File: src/rtl/fqr_pkg.sv
`default_nettype none

package fqr_pkg;

    localparam int DEPTH_DEF = 16;
    localparam int KEY_W     = 32;
    localparam int CMD_W     = 2;
    localparam int FILL_W    = 5;

    typedef enum logic [CMD_W-1:0] {
        CMD_PUSH     = 2'd0,
        CMD_POP      = 2'd1,
        CMD_REMOVE   = 2'd2,
        CMD_CONTAINS = 2'd3
    } t_cmd;

endpackage

`default_nettype wire

File: src/rtl/fqr_if.sv
`default_nettype none

// Request channel: command and key
interface fqr_in_if;
    logic                      valid;
    logic                      ready;
    logic [fqr_pkg::CMD_W-1:0] cmd;
    logic [fqr_pkg::KEY_W-1:0] key_value;

    modport source (output valid, output cmd, output key_value, input ready);
    modport sink   (input valid, input cmd, input key_value, output ready);
endinterface

// Response channel: popped value, flags and length
interface fqr_out_if;
    logic                       valid;
    logic                       ready;
    logic [fqr_pkg::KEY_W-1:0]  out_value;
    logic                       hit;
    logic                       overflow;
    logic                       is_empty;
    logic [fqr_pkg::FILL_W-1:0] fill_count;

    modport source (output valid, output out_value, output hit, output overflow,
                    output is_empty, output fill_count, input ready);
    modport sink   (input valid, input out_value, input hit, input overflow,
                    input is_empty, input fill_count, output ready);
endinterface

`default_nettype wire

File: src/rtl/fqr_ram.sv
`default_nettype none

module fqr_ram #(
    parameter int WIDTH = fqr_pkg::KEY_W,
    parameter int DEPTH = fqr_pkg::DEPTH_DEF,
    localparam int AW   = (DEPTH > 1) ? $clog2(DEPTH) : 1
) (
    input  wire logic             i_clk,
    input  wire logic             i_we,
    input  wire logic [AW-1:0]    i_waddr,
    input  wire logic [WIDTH-1:0] i_wdata,
    input  wire logic             i_re,
    input  wire logic [AW-1:0]    i_raddr,
    output logic      [WIDTH-1:0] o_rdata
);

    logic [WIDTH-1:0] r_mem [DEPTH];

    always_ff @(posedge i_clk) begin
        if (i_we) begin
            r_mem[i_waddr] <= i_wdata;
        end
        if (i_re) begin
            o_rdata <= r_mem[i_raddr];
        end
    end

endmodule

`default_nettype wire

File: src/rtl/fifo_queue_with_remove.sv
// Channel   Dir  Fields                                         Handshake
// i_in      in   cmd, key_value                                 valid/ready
// o_out     out  out_value, hit, overflow, is_empty, fill_count valid/ready
//
// One item at a time: push writes straight to the tail; pop, remove and contains
// walk the entry RAM through its single read port, one entry a cycle; pop and
// remove then close the gap with one read and one write a cycle.
// Synchronous active-low reset empties the queue; the RAM is not cleared.
// A result waiting in the output register does not block the next request;
// only the handover of the following result waits for o_out.ready.
`default_nettype none

module fifo_queue_with_remove #(
    parameter int DEPTH = fqr_pkg::DEPTH_DEF
) (
    input  wire logic i_clk,
    input  wire logic i_rst_n,
    fqr_in_if.sink    i_in,
    fqr_out_if.source o_out
);

    localparam int AW = (DEPTH > 1) ? $clog2(DEPTH) : 1;
    localparam int CW = $clog2(DEPTH + 1);

    typedef enum logic [1:0] {
        S_IDLE,
        S_SCAN,
        S_SHIFT,
        S_RESP
    } t_state;

    t_state                     r_state,  n_state;
    fqr_pkg::t_cmd              r_cmd,    n_cmd;
    logic [fqr_pkg::KEY_W-1:0]  r_key,    n_key;
    logic [CW-1:0]              r_count,  n_count;
    logic [CW-1:0]              r_ri,     n_ri;
    logic [CW-1:0]              r_di,     n_di;
    logic                       r_dv,     n_dv;
    logic                       r_hit,    n_hit;
    logic                       r_ovf,    n_ovf;
    logic [fqr_pkg::KEY_W-1:0]  r_val,    n_val;
    logic                       r_ovld,   n_ovld;
    logic [fqr_pkg::KEY_W-1:0]  r_o_val,  n_o_val;
    logic                       r_o_hit,  n_o_hit;
    logic                       r_o_ovf,  n_o_ovf;
    logic                       r_o_emp,  n_o_emp;
    logic [fqr_pkg::FILL_W-1:0] r_o_fill, n_o_fill;

    logic                       accept;
    fqr_pkg::t_cmd              in_cmd;
    logic                       ram_we;
    logic [AW-1:0]              ram_waddr;
    logic [fqr_pkg::KEY_W-1:0]  ram_wdata;
    logic                       ram_re;
    logic [AW-1:0]              ram_raddr;
    logic [fqr_pkg::KEY_W-1:0]  ram_rdata;
    logic                       match;
    logic                       walk_rd;
    logic [CW-1:0]              di_dec;

    fqr_ram #(
        .WIDTH (fqr_pkg::KEY_W),
        .DEPTH (DEPTH)
    ) u_ram (
        .i_clk   (i_clk),
        .i_we    (ram_we),
        .i_waddr (ram_waddr),
        .i_wdata (ram_wdata),
        .i_re    (ram_re),
        .i_raddr (ram_raddr),
        .o_rdata (ram_rdata)
    );

    assign i_in.ready = (r_state == S_IDLE);
    assign accept     = i_in.valid && i_in.ready;
    assign in_cmd     = fqr_pkg::t_cmd'(i_in.cmd);

    // The single comparator: pop takes whatever sits at the head
    assign match   = (r_cmd == fqr_pkg::CMD_POP) || (ram_rdata == r_key);
    assign walk_rd = (r_state inside {S_SCAN, S_SHIFT}) && (r_ri < r_count);
    assign di_dec  = r_di - CW'(1);

    always_comb begin
        n_state  = r_state;
        n_cmd    = r_cmd;
        n_key    = r_key;
        n_count  = r_count;
        n_ri     = r_ri;
        n_di     = r_di;
        n_dv     = r_dv;
        n_hit    = r_hit;
        n_ovf    = r_ovf;
        n_val    = r_val;
        n_ovld   = r_ovld;
        n_o_val  = r_o_val;
        n_o_hit  = r_o_hit;
        n_o_ovf  = r_o_ovf;
        n_o_emp  = r_o_emp;
        n_o_fill = r_o_fill;

        ram_we    = 1'b0;
        ram_waddr = r_count[AW-1:0];
        ram_wdata = i_in.key_value;
        ram_re    = 1'b0;
        ram_raddr = r_ri[AW-1:0];

        if (r_ovld && o_out.ready) begin
            n_ovld = 1'b0;
        end

        // Walk reads: one entry a cycle, valid flag follows the RAM latency
        if (walk_rd) begin
            ram_re = 1'b1;
            n_ri   = r_ri + CW'(1);
        end
        if (r_state inside {S_SCAN, S_SHIFT}) begin
            n_dv = walk_rd;
            n_di = r_ri;
        end

        case (r_state)
            S_IDLE: begin
                if (accept) begin
                    n_cmd = in_cmd;
                    n_key = i_in.key_value;
                    n_hit = 1'b0;
                    n_ovf = 1'b0;
                    n_val = '0;
                    if (in_cmd == fqr_pkg::CMD_PUSH) begin
                        if (r_count < CW'(DEPTH)) begin
                            ram_we  = 1'b1;
                            n_count = r_count + CW'(1);
                            n_hit   = 1'b1;
                        end else begin
                            n_ovf = 1'b1;
                        end
                        n_state = S_RESP;
                    end else begin
                        // Fetch the head; an empty queue leaves the data flag low
                        ram_re    = (r_count != '0);
                        ram_raddr = '0;
                        n_dv      = (r_count != '0);
                        n_di      = '0;
                        n_ri      = CW'(1);
                        n_state   = S_SCAN;
                    end
                end
            end
            S_SCAN: begin
                if (!r_dv) begin
                    n_state = S_RESP;
                end else if (match) begin
                    n_hit = 1'b1;
                    if (r_cmd == fqr_pkg::CMD_POP) begin
                        n_val = ram_rdata;
                    end
                    if (r_cmd == fqr_pkg::CMD_CONTAINS) begin
                        n_state = S_RESP;
                    end else begin
                        n_state = S_SHIFT;
                    end
                end
            end
            S_SHIFT: begin
                if (r_dv) begin
                    // Move the entry one place towards the head
                    ram_we    = 1'b1;
                    ram_waddr = di_dec[AW-1:0];
                    ram_wdata = ram_rdata;
                end else begin
                    n_count = r_count - CW'(1);
                    n_state = S_RESP;
                end
            end
            S_RESP: begin
                if (!r_ovld || o_out.ready) begin
                    n_ovld   = 1'b1;
                    n_o_val  = r_val;
                    n_o_hit  = r_hit;
                    n_o_ovf  = r_ovf;
                    n_o_emp  = (r_count == '0);
                    n_o_fill = fqr_pkg::FILL_W'(r_count);
                    n_state  = S_IDLE;
                end
            end
            default: begin
                n_state = S_IDLE;
            end
        endcase
    end

    always_ff @(posedge i_clk) begin
        if (!i_rst_n) begin
            r_state <= S_IDLE;
            r_count <= '0;
            r_dv    <= 1'b0;
            r_ovld  <= 1'b0;
        end else begin
            r_state <= n_state;
            r_count <= n_count;
            r_dv    <= n_dv;
            r_ovld  <= n_ovld;
        end
        r_cmd    <= n_cmd;
        r_key    <= n_key;
        r_ri     <= n_ri;
        r_di     <= n_di;
        r_hit    <= n_hit;
        r_ovf    <= n_ovf;
        r_val    <= n_val;
        r_o_val  <= n_o_val;
        r_o_hit  <= n_o_hit;
        r_o_ovf  <= n_o_ovf;
        r_o_emp  <= n_o_emp;
        r_o_fill <= n_o_fill;
    end

    assign o_out.valid      = r_ovld;
    assign o_out.out_value  = r_o_val;
    assign o_out.hit        = r_o_hit;
    assign o_out.overflow   = r_o_ovf;
    assign o_out.is_empty   = r_o_emp;
    assign o_out.fill_count = r_o_fill;

    a_count_bound : assert property (@(posedge i_clk) disable iff (!i_rst_n)
        r_count <= CW'(DEPTH))
        else $error("entry count above depth");

    a_full_push_holds : assert property (@(posedge i_clk) disable iff (!i_rst_n)
        (accept && (in_cmd == fqr_pkg::CMD_PUSH) && (r_count == CW'(DEPTH)))
        |=> ($stable(r_count) && r_ovf && !r_hit))
        else $error("push into full queue changed the count");

    a_write_in_range : assert property (@(posedge i_clk) disable iff (!i_rst_n)
        (ram_we && (r_state == S_SHIFT)) |-> (di_dec < r_count))
        else $error("gap closing wrote beyond the tail");

    a_hit_ovf_excl : assert property (@(posedge i_clk) disable iff (!i_rst_n)
        r_ovld |-> !(r_o_hit && r_o_ovf))
        else $error("result flags both hit and overflow");

    a_no_stall_loss : assert property (@(posedge i_clk) disable iff (!i_rst_n)
        (r_ovld && !o_out.ready) |=> r_ovld)
        else $error("stalled result dropped");

endmodule

`default_nettype wire
File: src/flat_wrapper.sv
// flat-port wrapper written by rule: the top's interface ports become plain ports
module fifo_queue_with_remove_flat 
#(
    parameter int DEPTH = fqr_pkg::DEPTH_DEF
)
  (i_clk, i_rst_n, i_in_valid, i_in_cmd, i_in_key_value, i_in_ready, o_out_valid, o_out_out_value, o_out_hit, o_out_overflow, o_out_is_empty, o_out_fill_count, o_out_ready);
  fqr_in_if i_in_i ();
  fqr_out_if o_out_i ();
  input  wire logic i_clk;
  input  wire logic i_rst_n;
  input wire logic [$bits(i_in_i.valid)-1:0] i_in_valid;
  input wire logic [$bits(i_in_i.cmd)-1:0] i_in_cmd;
  input wire logic [$bits(i_in_i.key_value)-1:0] i_in_key_value;
  output wire logic [$bits(i_in_i.ready)-1:0] i_in_ready;
  output wire logic [$bits(o_out_i.valid)-1:0] o_out_valid;
  output wire logic [$bits(o_out_i.out_value)-1:0] o_out_out_value;
  output wire logic [$bits(o_out_i.hit)-1:0] o_out_hit;
  output wire logic [$bits(o_out_i.overflow)-1:0] o_out_overflow;
  output wire logic [$bits(o_out_i.is_empty)-1:0] o_out_is_empty;
  output wire logic [$bits(o_out_i.fill_count)-1:0] o_out_fill_count;
  input wire logic [$bits(o_out_i.ready)-1:0] o_out_ready;
  assign i_in_i.valid = i_in_valid;
  assign i_in_i.cmd = i_in_cmd;
  assign i_in_i.key_value = i_in_key_value;
  assign i_in_ready = i_in_i.ready;
  assign o_out_valid = o_out_i.valid;
  assign o_out_out_value = o_out_i.out_value;
  assign o_out_hit = o_out_i.hit;
  assign o_out_overflow = o_out_i.overflow;
  assign o_out_is_empty = o_out_i.is_empty;
  assign o_out_fill_count = o_out_i.fill_count;
  assign o_out_i.ready = o_out_ready;
  fifo_queue_with_remove #(.DEPTH(DEPTH)) u_core (.i_clk(i_clk), .i_rst_n(i_rst_n), .i_in(i_in_i), .o_out(o_out_i));
endmodule
File: config.mk
export PLATFORM = sky130hd
export DESIGN_NAME = fifo_queue_with_remove_flat
export DESIGN_NICKNAME = d
export VERILOG_FILES = /design/src/rtl/fqr_pkg.sv /design/src/rtl/fqr_if.sv /design/src/rtl/fqr_ram.sv /design/src/rtl/fifo_queue_with_remove.sv /design/src/flat_wrapper.sv
export SDC_FILE = /design/constraint.sdc
export NUM_CORES = 1
export LEC_CHECK = 0
export BUFFER_PORTS_ARGS = -buffer_cell sky130_fd_sc_hd__buf_2
export CORE_MARGIN = 4
export CORE_UTILIZATION = 45
export CTS_CLUSTER_DIAMETER = 120
export CTS_CLUSTER_SIZE = 12
export DETAILED_ROUTE_END_ITERATION = 10
export GPL_TIMING_DRIVEN = 0
export PLACE_DENSITY_LB_ADDON = 0.2
export REMOVE_ABC_BUFFERS = 1
export SLEW_MARGIN = 20
export SYNTH_ARGS = -nofsm -noshare
export SYNTH_HDL_FRONTEND = slang
export SYNTH_SLANG_ARGS = --single-unit
File: constraint.sdc
create_clock -name i_clk -period 4.8 [get_ports i_clk]
set_input_delay 0.72 -clock i_clk [delete_from_list [all_inputs] [get_ports i_clk]]
set_output_delay 0.72 -clock i_clk [all_outputs]
set_load 0.02 [all_outputs]
==> impl_metrics.toml, run 1 <==
[synth]
synth_area_um2 = 26300
yosysTopAreaCell = "edfxtp_1"
synth_common_cells = "652 x edfxtp_1, 271 x nand2_1, 72 x nand4_1"
synth-seq-cells = 670
synth-seq-area-share_pct = 75.9
synth_most_common_cell = "edfxtp_1"
async_flop_share_pct = 0
postSynthAreaPerCell_um2 = 15.5
ys.flop_type = "edfxtp_1"
synth_cells = 1693
ys_warn_count = 0
synth_edf_count = 652
synth_top_area_share_pct = 74.6
synth_area_leaders = "edfxtp_1 75%, nand2_1 3.9%, a311oi_1 2.2%"
synthDistinctLibCells = 52

[clocking]
clk_path_buf_depth = 3
clock_latency_ns = 0.64
clk_pin_slew_ns = 0.07
cts_resized = 0
clock-sinks = 670
h-tree-depth = 2
postCtsHoldBufs = 0
clock_tree.root_cell = "clkbuf_16"
cts_tree = "done"
cts_inserted_buffers = 61
post-cts-setup-buffers = 0

[setup_path]
arrival_ns = 3.87
reg2regPathDepth = 9
cp_max_fo = 34
required_ns = 5.17
path_class = "reg -> reg"
cp-end-kind = "flip-flop"
startpoint_type = "flip-flop"

[global_route]
grt_max_degree = 91
grt_overflow = 0
grt_pass1_vias = 15100
antenna_found_initial = 0
grt_use_total_pct = 21.5
grt_pass1_wl_um = 100000

[pwr]
switching_share_pct = 33.1
p_per_area_nw_per_um2 = 572
clockPowerShare_pct = 24.7
p_int_uw = 11600
seq_power_share_pct = 44.8
p_switching_uw = 5760
p_leak_uw = 0.00972
ir_drop_uv = 419
comb_power_share_pct = 30.4

[final_layout]
antennaDiodeCount = 0
layout-drive-gt1-share_pct = 15.0
fin_cells = 2566
fin_area_um2 = 30400
nets = 1839
syn_to_final_growth_pct = 15.9
final_util_pct = 52.8

[placement]
place_inst = 2487
hpwl_um = 41000
place_area_um2 = 28800
io_buffer_count = 79
place.gp.congestion = 0.766

[route]
ant_nets = 0
drt-total-wl_um = 68000
drc = 0
wl_per_cell_um = 26.5
drtIter0Drc = 1661
num_vias = 15400
via_per_inst = 5.99
drt_first_pass_iters = 7

[timing]
grt_setup_unrepaired = "false"
fin_tns_setup_ns = 0
fmax_ghz = 0.286
worst_pin_slew_ns = 1.13
skew_ns = 0.0365
holdWs_ns = 0.273
timing.final.crit_share_pct = 72.9
finalMaxSlewViolations = 0
setup_viol = 0
min_period_ns = 3.50
finalHoldViolations = 0
slew_headroom_pct = 24.3

[die]
die_x_um = 250
core_region_area_um2 = 57700
start_util_pct = 45.5
dieArea_um2 = 62300
io_pins = 80
dieHeight_um = 250
fp-row-count = 88

[job]
maxCapViolCount = 0

[run_status]
outcome = "completed"

[worst_hold_path]
hold_path_class = "in -> reg"
worstHoldPathCells = 1
path summary, 6_finish.rpt:
path | from | to | slack, ns
worst min register to register | u_core.r_val[22] | u_core.o_out.out_value[22] | 0.42
worst max-delay path | u_core.r_state[0] | u_core.u_ram.r_mem[4][25] | 1.30
worst min-delay path | i_in_key_value[15] | u_core.r_key[15] | 0.27
worst max register to register | u_core.r_state[0] | u_core.u_ram.r_mem[4][25] | 1.30
placed cells by master, fill, tap and decap left out, drive strengths merged, types with 3 or more instances in the layout:
cell	n
dfxtp	18
inv	14
clkbuf	76
nor2	43
nand3	5
and2	35
nor2b	4
a311oi	66
edfxtp	652
buf	138
nand4	72
o221ai	64
o22ai	65
ha	14
mux2	32
a211oi	3
a21oi	13
o21a	3
mux2i	38
nor3	5
o21ai	72
xnor2	39
o211ai	34
nand2b	3
nand2	273
power by group through the flow:
stage               clock network, uW  registers, uW  logic (uW)
global placement                    0           8010        4320
CTS                              4400           7800        5310
floorplan                           0           7900        2830
detailed placement                  0           7920        5290
global route                     4620           7870        5730
finish                           4300           7800        5290
critical path, stage by stage (launching register included):
cell	delay (ns)
dfxtp_1	0.37
inv_1	0.12
ha_1	0.38
nand2_4	0.27
buf_16	0.29
and3_1	0.23
a32oi_1	0.82
nor2_4	0.28
buf_16	0.26
buf_16	0.17
through the flow:
step / setup WS, ns / power [uW]
finish: 1.30 / 17400
global route: 1.14 / 18200
CTS: 1.35 / 17500
detailed placement: 1.08 / 13200
global placement: -8.39 / 12300
floorplan: -1.75 / 10700
cell families after synthesis:
logic type,count (synthesis),share of synthesized area [%]
AOI/OAI and AO/OA,329,9.00
xor gates and xnor gates,40,1.33
adders and majority gates,15,0.743
buffers and inverters,122,2.46
DFF,670,75.9
muxes,70,2.82
and+or+nand+nor,447,7.71
final cells by class:
| type | count | area, um2 |
|---|---|---|
| clock buffers | 76 | 1630 |
| clock inverters | 2 | 12.5 |
| fillers | 4627 | 27300 |
| inverters | 14 | 52.6 |
| multi-input cells | 901 | 5890 |
| flip-flops and latches | 670 | 19900 |
| well taps | 765 | 957 |
| repair buffers | 138 | 1950 |
state kept, by name, indices dropped and copies added (netlist names):
name	cells
u_core.u_ram.r_mem	512
u_core.o_out.fill_count	5
u_core.r_ovf	1
u_core.o_out.overflow	1
u_core.r_state	2
u_core.r_di	4
u_core.r_ri	5
u_core.r_count	5
u_core.r_dv	1
u_core.r_key	32
u_core.r_cmd	2
u_core.o_out.valid	1
u_core.o_out.out_value	32
u_core.r_hit	1
u_core.r_val	32
u_core.o_out.hit	1
u_core.o_out.is_empty	1
u_core.u_ram.o_rdata	32
routing by layer:
layer	share of wire [%]	track usage, %
met1	44	31.6
met4	2.5	6.12
met5	0	0
met3	8.1	3.92
met2	46	33.2
Note: power is estimated with default switching activity, not from simulation.
==> inputs of run 2 (changes only) <==
Clock period 4.8 ns to 2.88 ns, I/O delays scaled along.
==> run 2 against run 1 <==
  * Sequential share of layout area is 1.8 points lower
  * Non-clock buffer count grew 64
  * Register-to-register slack got worse by 1.3 ns
  * Final cell count is 2.7% higher
  * Combinational power up 81%
  * Utilization rose by 1.5 points
  * Flip-flop and latch count stayed put
  * Hold slack worse by 0.24 ns
  * Clock power is 67% higher
==> impl_metrics.toml, run 2 (same netlist as run 1, synthesis figures left out) <==
[die]
core_region_area_um2 = 57700
fp-row-count = 88
die_x_um = 250
dieArea_um2 = 62300
io_pins = 80
start_util_pct = 45.5
dieHeight_um = 250

[route]
via_per_inst = 6.08
drt_first_pass_iters = 5
drtIter0Drc = 2101
wl_per_cell_um = 27.7
drc = 0
drt-total-wl_um = 72900
num_vias = 16000
ant_nets = 0

[final_layout]
layout-drive-gt1-share_pct = 17.9
layout_common_cells = "652 x edfxtp_1, 264 x nand2_1, 79 x buf_2"
nets = 1909
top_register = "u_core.u_ram.r_mem"
final_util_pct = 54.2
final_common_cell = "edfxtp_1"
antennaDiodeCount = 0
syn_to_final_growth_pct = 19.1
largest_reg_flops = 512
fill_cells = 4537

[clocking]
clock-sinks = 670
clock_latency_ns = 0.64
clock_tree.root_cell = "clkbuf_16"
clk_pin_slew_ns = 0.07
cts_inserted_buffers = 61
h-tree-depth = 2
clk_path_buf_depth = 3
cts_tree = "done"

[setup_path]
r2r_start = "u_core.r_state[0]"
critical_path.startpoint = "u_core.r_state[0]"
max_stage_delay_ns = 0.45
required_ns = 3.20
startpoint_type = "flip-flop"
cp-end-kind = "flip-flop"
crit_top_cell = "buf_12"
cp_max_fo = 34
path_class = "reg -> reg"
crit_slowest_cell = "o21ai_0"
arrival_ns = 3.16
cp_cell_sequence = "inv_1 -> ha_2 -> nand2_4 -> buf_16 -> o21ai_0 -> nand2_2 -> nor2_4 -> buf_12 -> buf_12"

[placement]
hpwl_um = 41000
place.gp.congestion = 0.766
io_buffer_count = 79

[timing]
fin_tns_setup_ns = 0
finalHoldViolations = 0
worst_pin_slew_ns = 0.807
finalMaxSlewViolations = 0
slew_headroom_pct = 46.2
timing.final.crit_share_pct = 98.6
fmax_ghz = 0.352
holdWs_ns = 0.0319
setup_viol = 0
min_period_ns = 2.84
skew_ns = 0.0357

[global_route]
use_met2_pct = 34.7
use_met3_pct = 4.51
grt_overflow = 0
grt_max_degree = 91
gr-max-usage-layer = "met2"
grt_pass1_wl_um = 106000
grt_use_total_pct = 22.8
grtUsageMet1_pct = 33.1
grt_pass1_vias = 15600
antenna_found_initial = 0

[pwr]
p_per_area_nw_per_um2 = 951
ir_drop_uv = 631
p_leak_uw = 0.0101

[run_status]
outcome = "completed"

[worst_hold_path]
hp-start = "i_in_key_value[6]"
hold_path_class = "in -> reg"

[job]
maxCapViolCount = 0
[run 2: cell count changes in the layout (fill, tap and decap cells not counted), sizes merged]
cell / before / now
nor2: 43 / 46
clkbuf: 76 / 77
nand2: 273 / 274
dlygate4sd3: 0 / 22
buf: 138 / 179
and2: 35 / 37
[run 2: metal layers]
layer  vias up  routed length [um]  part of all wire (%)
li1       6969                   -                     -
met2       822               33000                    45
met1      8065               31000                    43
met4         0                2500                   3.4
met5         -                   0                     0
met3       161                6390                   8.8
[run 2: per-stage QoR]
step,cells,area [um2],total power [uW],setup WS [ns]
6_report,2636,31300,29700,0.0401
4_1_cts,2635,31200,29700,0.0153
3_5_place_dp,2487,28800,22000,-0.550
3_3_place_gp,2429,27000,19800,-10.31
5_1_grt,2636,31300,31000,-0.0167
2_1_floorplan,1585,25700,17800,-3.67
[run 2: cell type report]
| cell class | instances | area, um2 | share of cell area [%] |
|---|---|---|---|
| repair buffers | 202 | 2670 | 8.53 |
| flip-flops and latches | 670 | 19900 | 63.8 |
| clock inverters | 2 | 12.5 | 0.0400 |
| multi-input cells | 907 | 6020 | 19.2 |
| clock buffers | 76 | 1630 | 5.20 |
| well taps | 765 | 957 | 3.06 |
| inverters | 14 | 52.6 | 0.168 |
[run 2: worst max-delay path: cells and delay by family (launching register included)]
kind / cells / cell delay (ns)
buffers and inverters: 4 / 0.81
flip-flops: 1 / 0.36
adder cells (fa/ha/maj): 1 / 0.33
AO/OA/AOI/OAI: 1 / 0.45
AND/OR/NAND/NOR: 3 / 0.52
[run 2: worst paths after layout]
kind                            depth (start not counted)  slack [ns]                          to
worst max-delay path                                    9        0.04   u_core.u_ram.r_mem[5][25]
worst max register to register                          9        0.04   u_core.u_ram.r_mem[5][25]
worst min-delay path                                    1        0.03             u_core.r_key[6]
worst min register to register                          0        0.42  u_core.o_out.out_value[22]
[run 2: repair_timing]
| action | in CTS | in global routing |
|---|---|---|
| hold endpoints to repair | 22 | 0 |
| resized for setup | 10 | 9 |
| hold buffers | 22 | 0 |
| setup endpoints to repair | 553 | 468 |
| pin swaps | 25 | 0 |
| gates cloned | 6 | 0 |
| setup buffers | 42 | 1 |
[run 2: where the power goes]
group / internal [uW] / total [uW] / leakage (uW) / switching, uW
clock network: 3880 / 7190 / 0.000798 / 3310
registers: 12400 / 13000 / 0.00607 / 612
logic: 3370 / 9550 / 0.00324 / 6180
total: 19600 / 29700 / 0.0101 / 10100
==> inputs of run 3 (changes only) <==
Settings changed: CTS_BUF_LIST set to sky130_fd_sc_hd__clkbuf_16.
==> run 3 against run 2 <==
  * Via count fell by 0.32%
  * First-iteration DRC count is 1.7% lower
  * Fmax rose by 0.83%
  * Clock-buffer cell count decreased by 13
  * Cell area is the same
  * Non-clock buffer count did not move
  * Clock skew fell by 0.0088 ns
  * Largest cell class unchanged
  * Sequential power barely moved
  * Routed wire length fell by 0.11%
  * Sequential share of layout area did not move
==> impl_metrics.toml, run 3 (same netlist as run 1, synthesis figures left out) <==
[global_route]
grt_pass1_vias = 15600
grt_overflow = 0
grt_use_total_pct = 22.8
grt_max_degree = 91
antenna_found_initial = 0
grt_pass1_wl_um = 106000

[route]
wl_met3_um = 6890
drt_first_pass_iters = 5
routed-wl-met2_um = 32900
drtIter0Drc = 2066
via_per_inst = 6.06
num_vias = 16000
drc = 0
routed.top_layer = "met4"
wl_per_cell_um = 27.6
drt-total-wl_um = 72800
ant_nets = 0
drt-met1-wl_um = 30500

[timing]
fin_tns_setup_ns = 0
slew_headroom_pct = 46.9
holdWs_ns = 0.0337
finalHoldViolations = 0
finalWorstSetupSlack_ns = 0.0635
min_period_ns = 2.82
worst_pin_slew_ns = 0.796
fmax_ghz = 0.355
setup_viol = 0
finalMaxSlewViolations = 0
skew_ns = 0.0269
timing.final.crit_share_pct = 97.8

[clocking]
cts_inserted_buffers = 61
clk_path_buf_depth = 3
clock-sinks = 670
clk_pin_slew_ns = 0.07
cts_tree = "done"
clock_tree.root_cell = "clkbuf_16"
clock_latency_ns = 0.64
h-tree-depth = 2

[final_layout]
largest_reg_flops = 512
seqCellArea_um2 = 19900
nets = 1909
layout_common_cells = "652 x edfxtp_1, 264 x nand2_1, 79 x buf_2"
top_register = "u_core.u_ram.r_mem"
final_util_pct = 54.2
syn_to_final_growth_pct = 19.1
multi_input_area_um2 = 6020
layout-drive-gt1-share_pct = 17.9
fill_cells = 4537
final_common_cell = "edfxtp_1"
antennaDiodeCount = 0

[die]
fp-row-count = 88
core_region_area_um2 = 57700
dieArea_um2 = 62300
start_util_pct = 45.5
dieHeight_um = 250
die_x_um = 250
io_pins = 80

[placement]
io_buffer_count = 79
place.gp.congestion = 0.766
hpwl_um = 41000
dp_slack_ns = -0.550

[setup_path]
cp_max_fo = 34
required_ns = 3.20
r2r_start = "u_core.r_state[0]"
cp-end-kind = "flip-flop"
arrival_ns = 3.14
reg2regPathDepth = 9
path_class = "reg -> reg"
rr_endpoint = "u_core.u_ram.r_mem[5][0]"
ff2ff_setup_slack_ns = 0.06
startpoint_type = "flip-flop"

[pwr]
switching_share_pct = 34.0
p_switching_uw = 10100
comb_power_share_pct = 32.1
clockPowerShare_pct = 24.1
p_per_area_nw_per_um2 = 949
p_leak_uw = 0.0102
p_int_uw = 19600
power_uw = 29700
ir_drop_uv = 630
seq_power_share_pct = 43.8

[run_status]
outcome = "completed"

[worst_hold_path]
worstHoldEndpoint = "u_core.r_key[6]"
worstHoldPathCells = 1
hp-start = "i_in_key_value[6]"
hold_path_class = "in -> reg"

[job]
maxCapViolCount = 0
[run 3: cell types whose count changed in the layout (fill, tap and decap cells not counted), sizes merged]
| cell | before | now |
|---|---|---|
| clkbuf | 77 | 64 |
| inv | 14 | 27 |
[run 3: repair_timing]
item / in CTS / in global routing
setup endpoints to repair: 553 / 468
hold endpoints to repair: 22 / 0
buffers inserted: 42 / 1
pin swaps: 25 / 0
hold buffers: 22 / 0
gates resized for setup: 10 / 9
gates cloned: 6 / 0
[run 3: metal layers]
metal | track usage, % | vias to the layer above
li1 | - | 6964
met1 | 33.1 | 8043
met2 | 34.7 | 801
met3 | 4.51 | 158
met4 | 8.13 | 0
met5 | 0 | -
[run 3: worst max-delay path by stage]
| stage | from | end | slack (ns) | cells after the start |
|---|---|---|---|---|
| floorplan | u_core.r_ri[0] | u_core.u_ram.o_rdata[30] | -3.67 | 5 |
| global placement | u_core.r_ri[0] | u_core.u_ram.o_rdata[1] | -10.31 | 5 |
| detailed placement | i_in_cmd[1] | u_core.u_ram.o_rdata[1] | -0.55 | 8 |
| CTS | u_core.r_state[0] | u_core.u_ram.r_mem[6][25] | 0.02 | 10 |
| global route | u_core.r_state[0] | u_core.u_ram.r_mem[5][18] | -0.02 | 9 |
| finish | u_core.r_state[0] | u_core.u_ram.r_mem[5][0] | 0.06 | 9 |
[run 3: final cells by class]
cell class / instances / area share, %
tap: 765 / 3.06
multi-input combinational: 907 / 19.2
sequential: 670 / 63.8
clock buffer: 63 / 5.04
inverter: 14 / 0.168
timing repair buffer: 202 / 8.53
clock inverter: 15 / 0.196
[run 3: worst max-delay path, stage by stage (launching register included)]
cell,delay (ns)
dfxtp_2,0.36
inv_1,0.18
ha_2,0.33
nand2_4,0.09
buf_16,0.21
o21ai_0,0.45
nand2_2,0.25
nor2_4,0.17
buf_12,0.21
buf_12,0.21
[run 3: power by group through the flow]
stage	logic [uW]	clock network, uW	registers (uW)
floorplan	4630	0	13200
global placement	6680	0	13100
detailed placement	8820	0	13200
CTS	9350	7280	13000
global route	10200	7670	13100
finish	9530	7150	13000
[run 3: metrics by stage]
step | cells | area [um2]
after global routing | 2636 | 31300
final | 2636 | 31300
after floorplan | 1585 | 25700
after global placement | 2429 | 27000
after detailed placement | 2487 | 28800
after CTS | 2635 | 31200
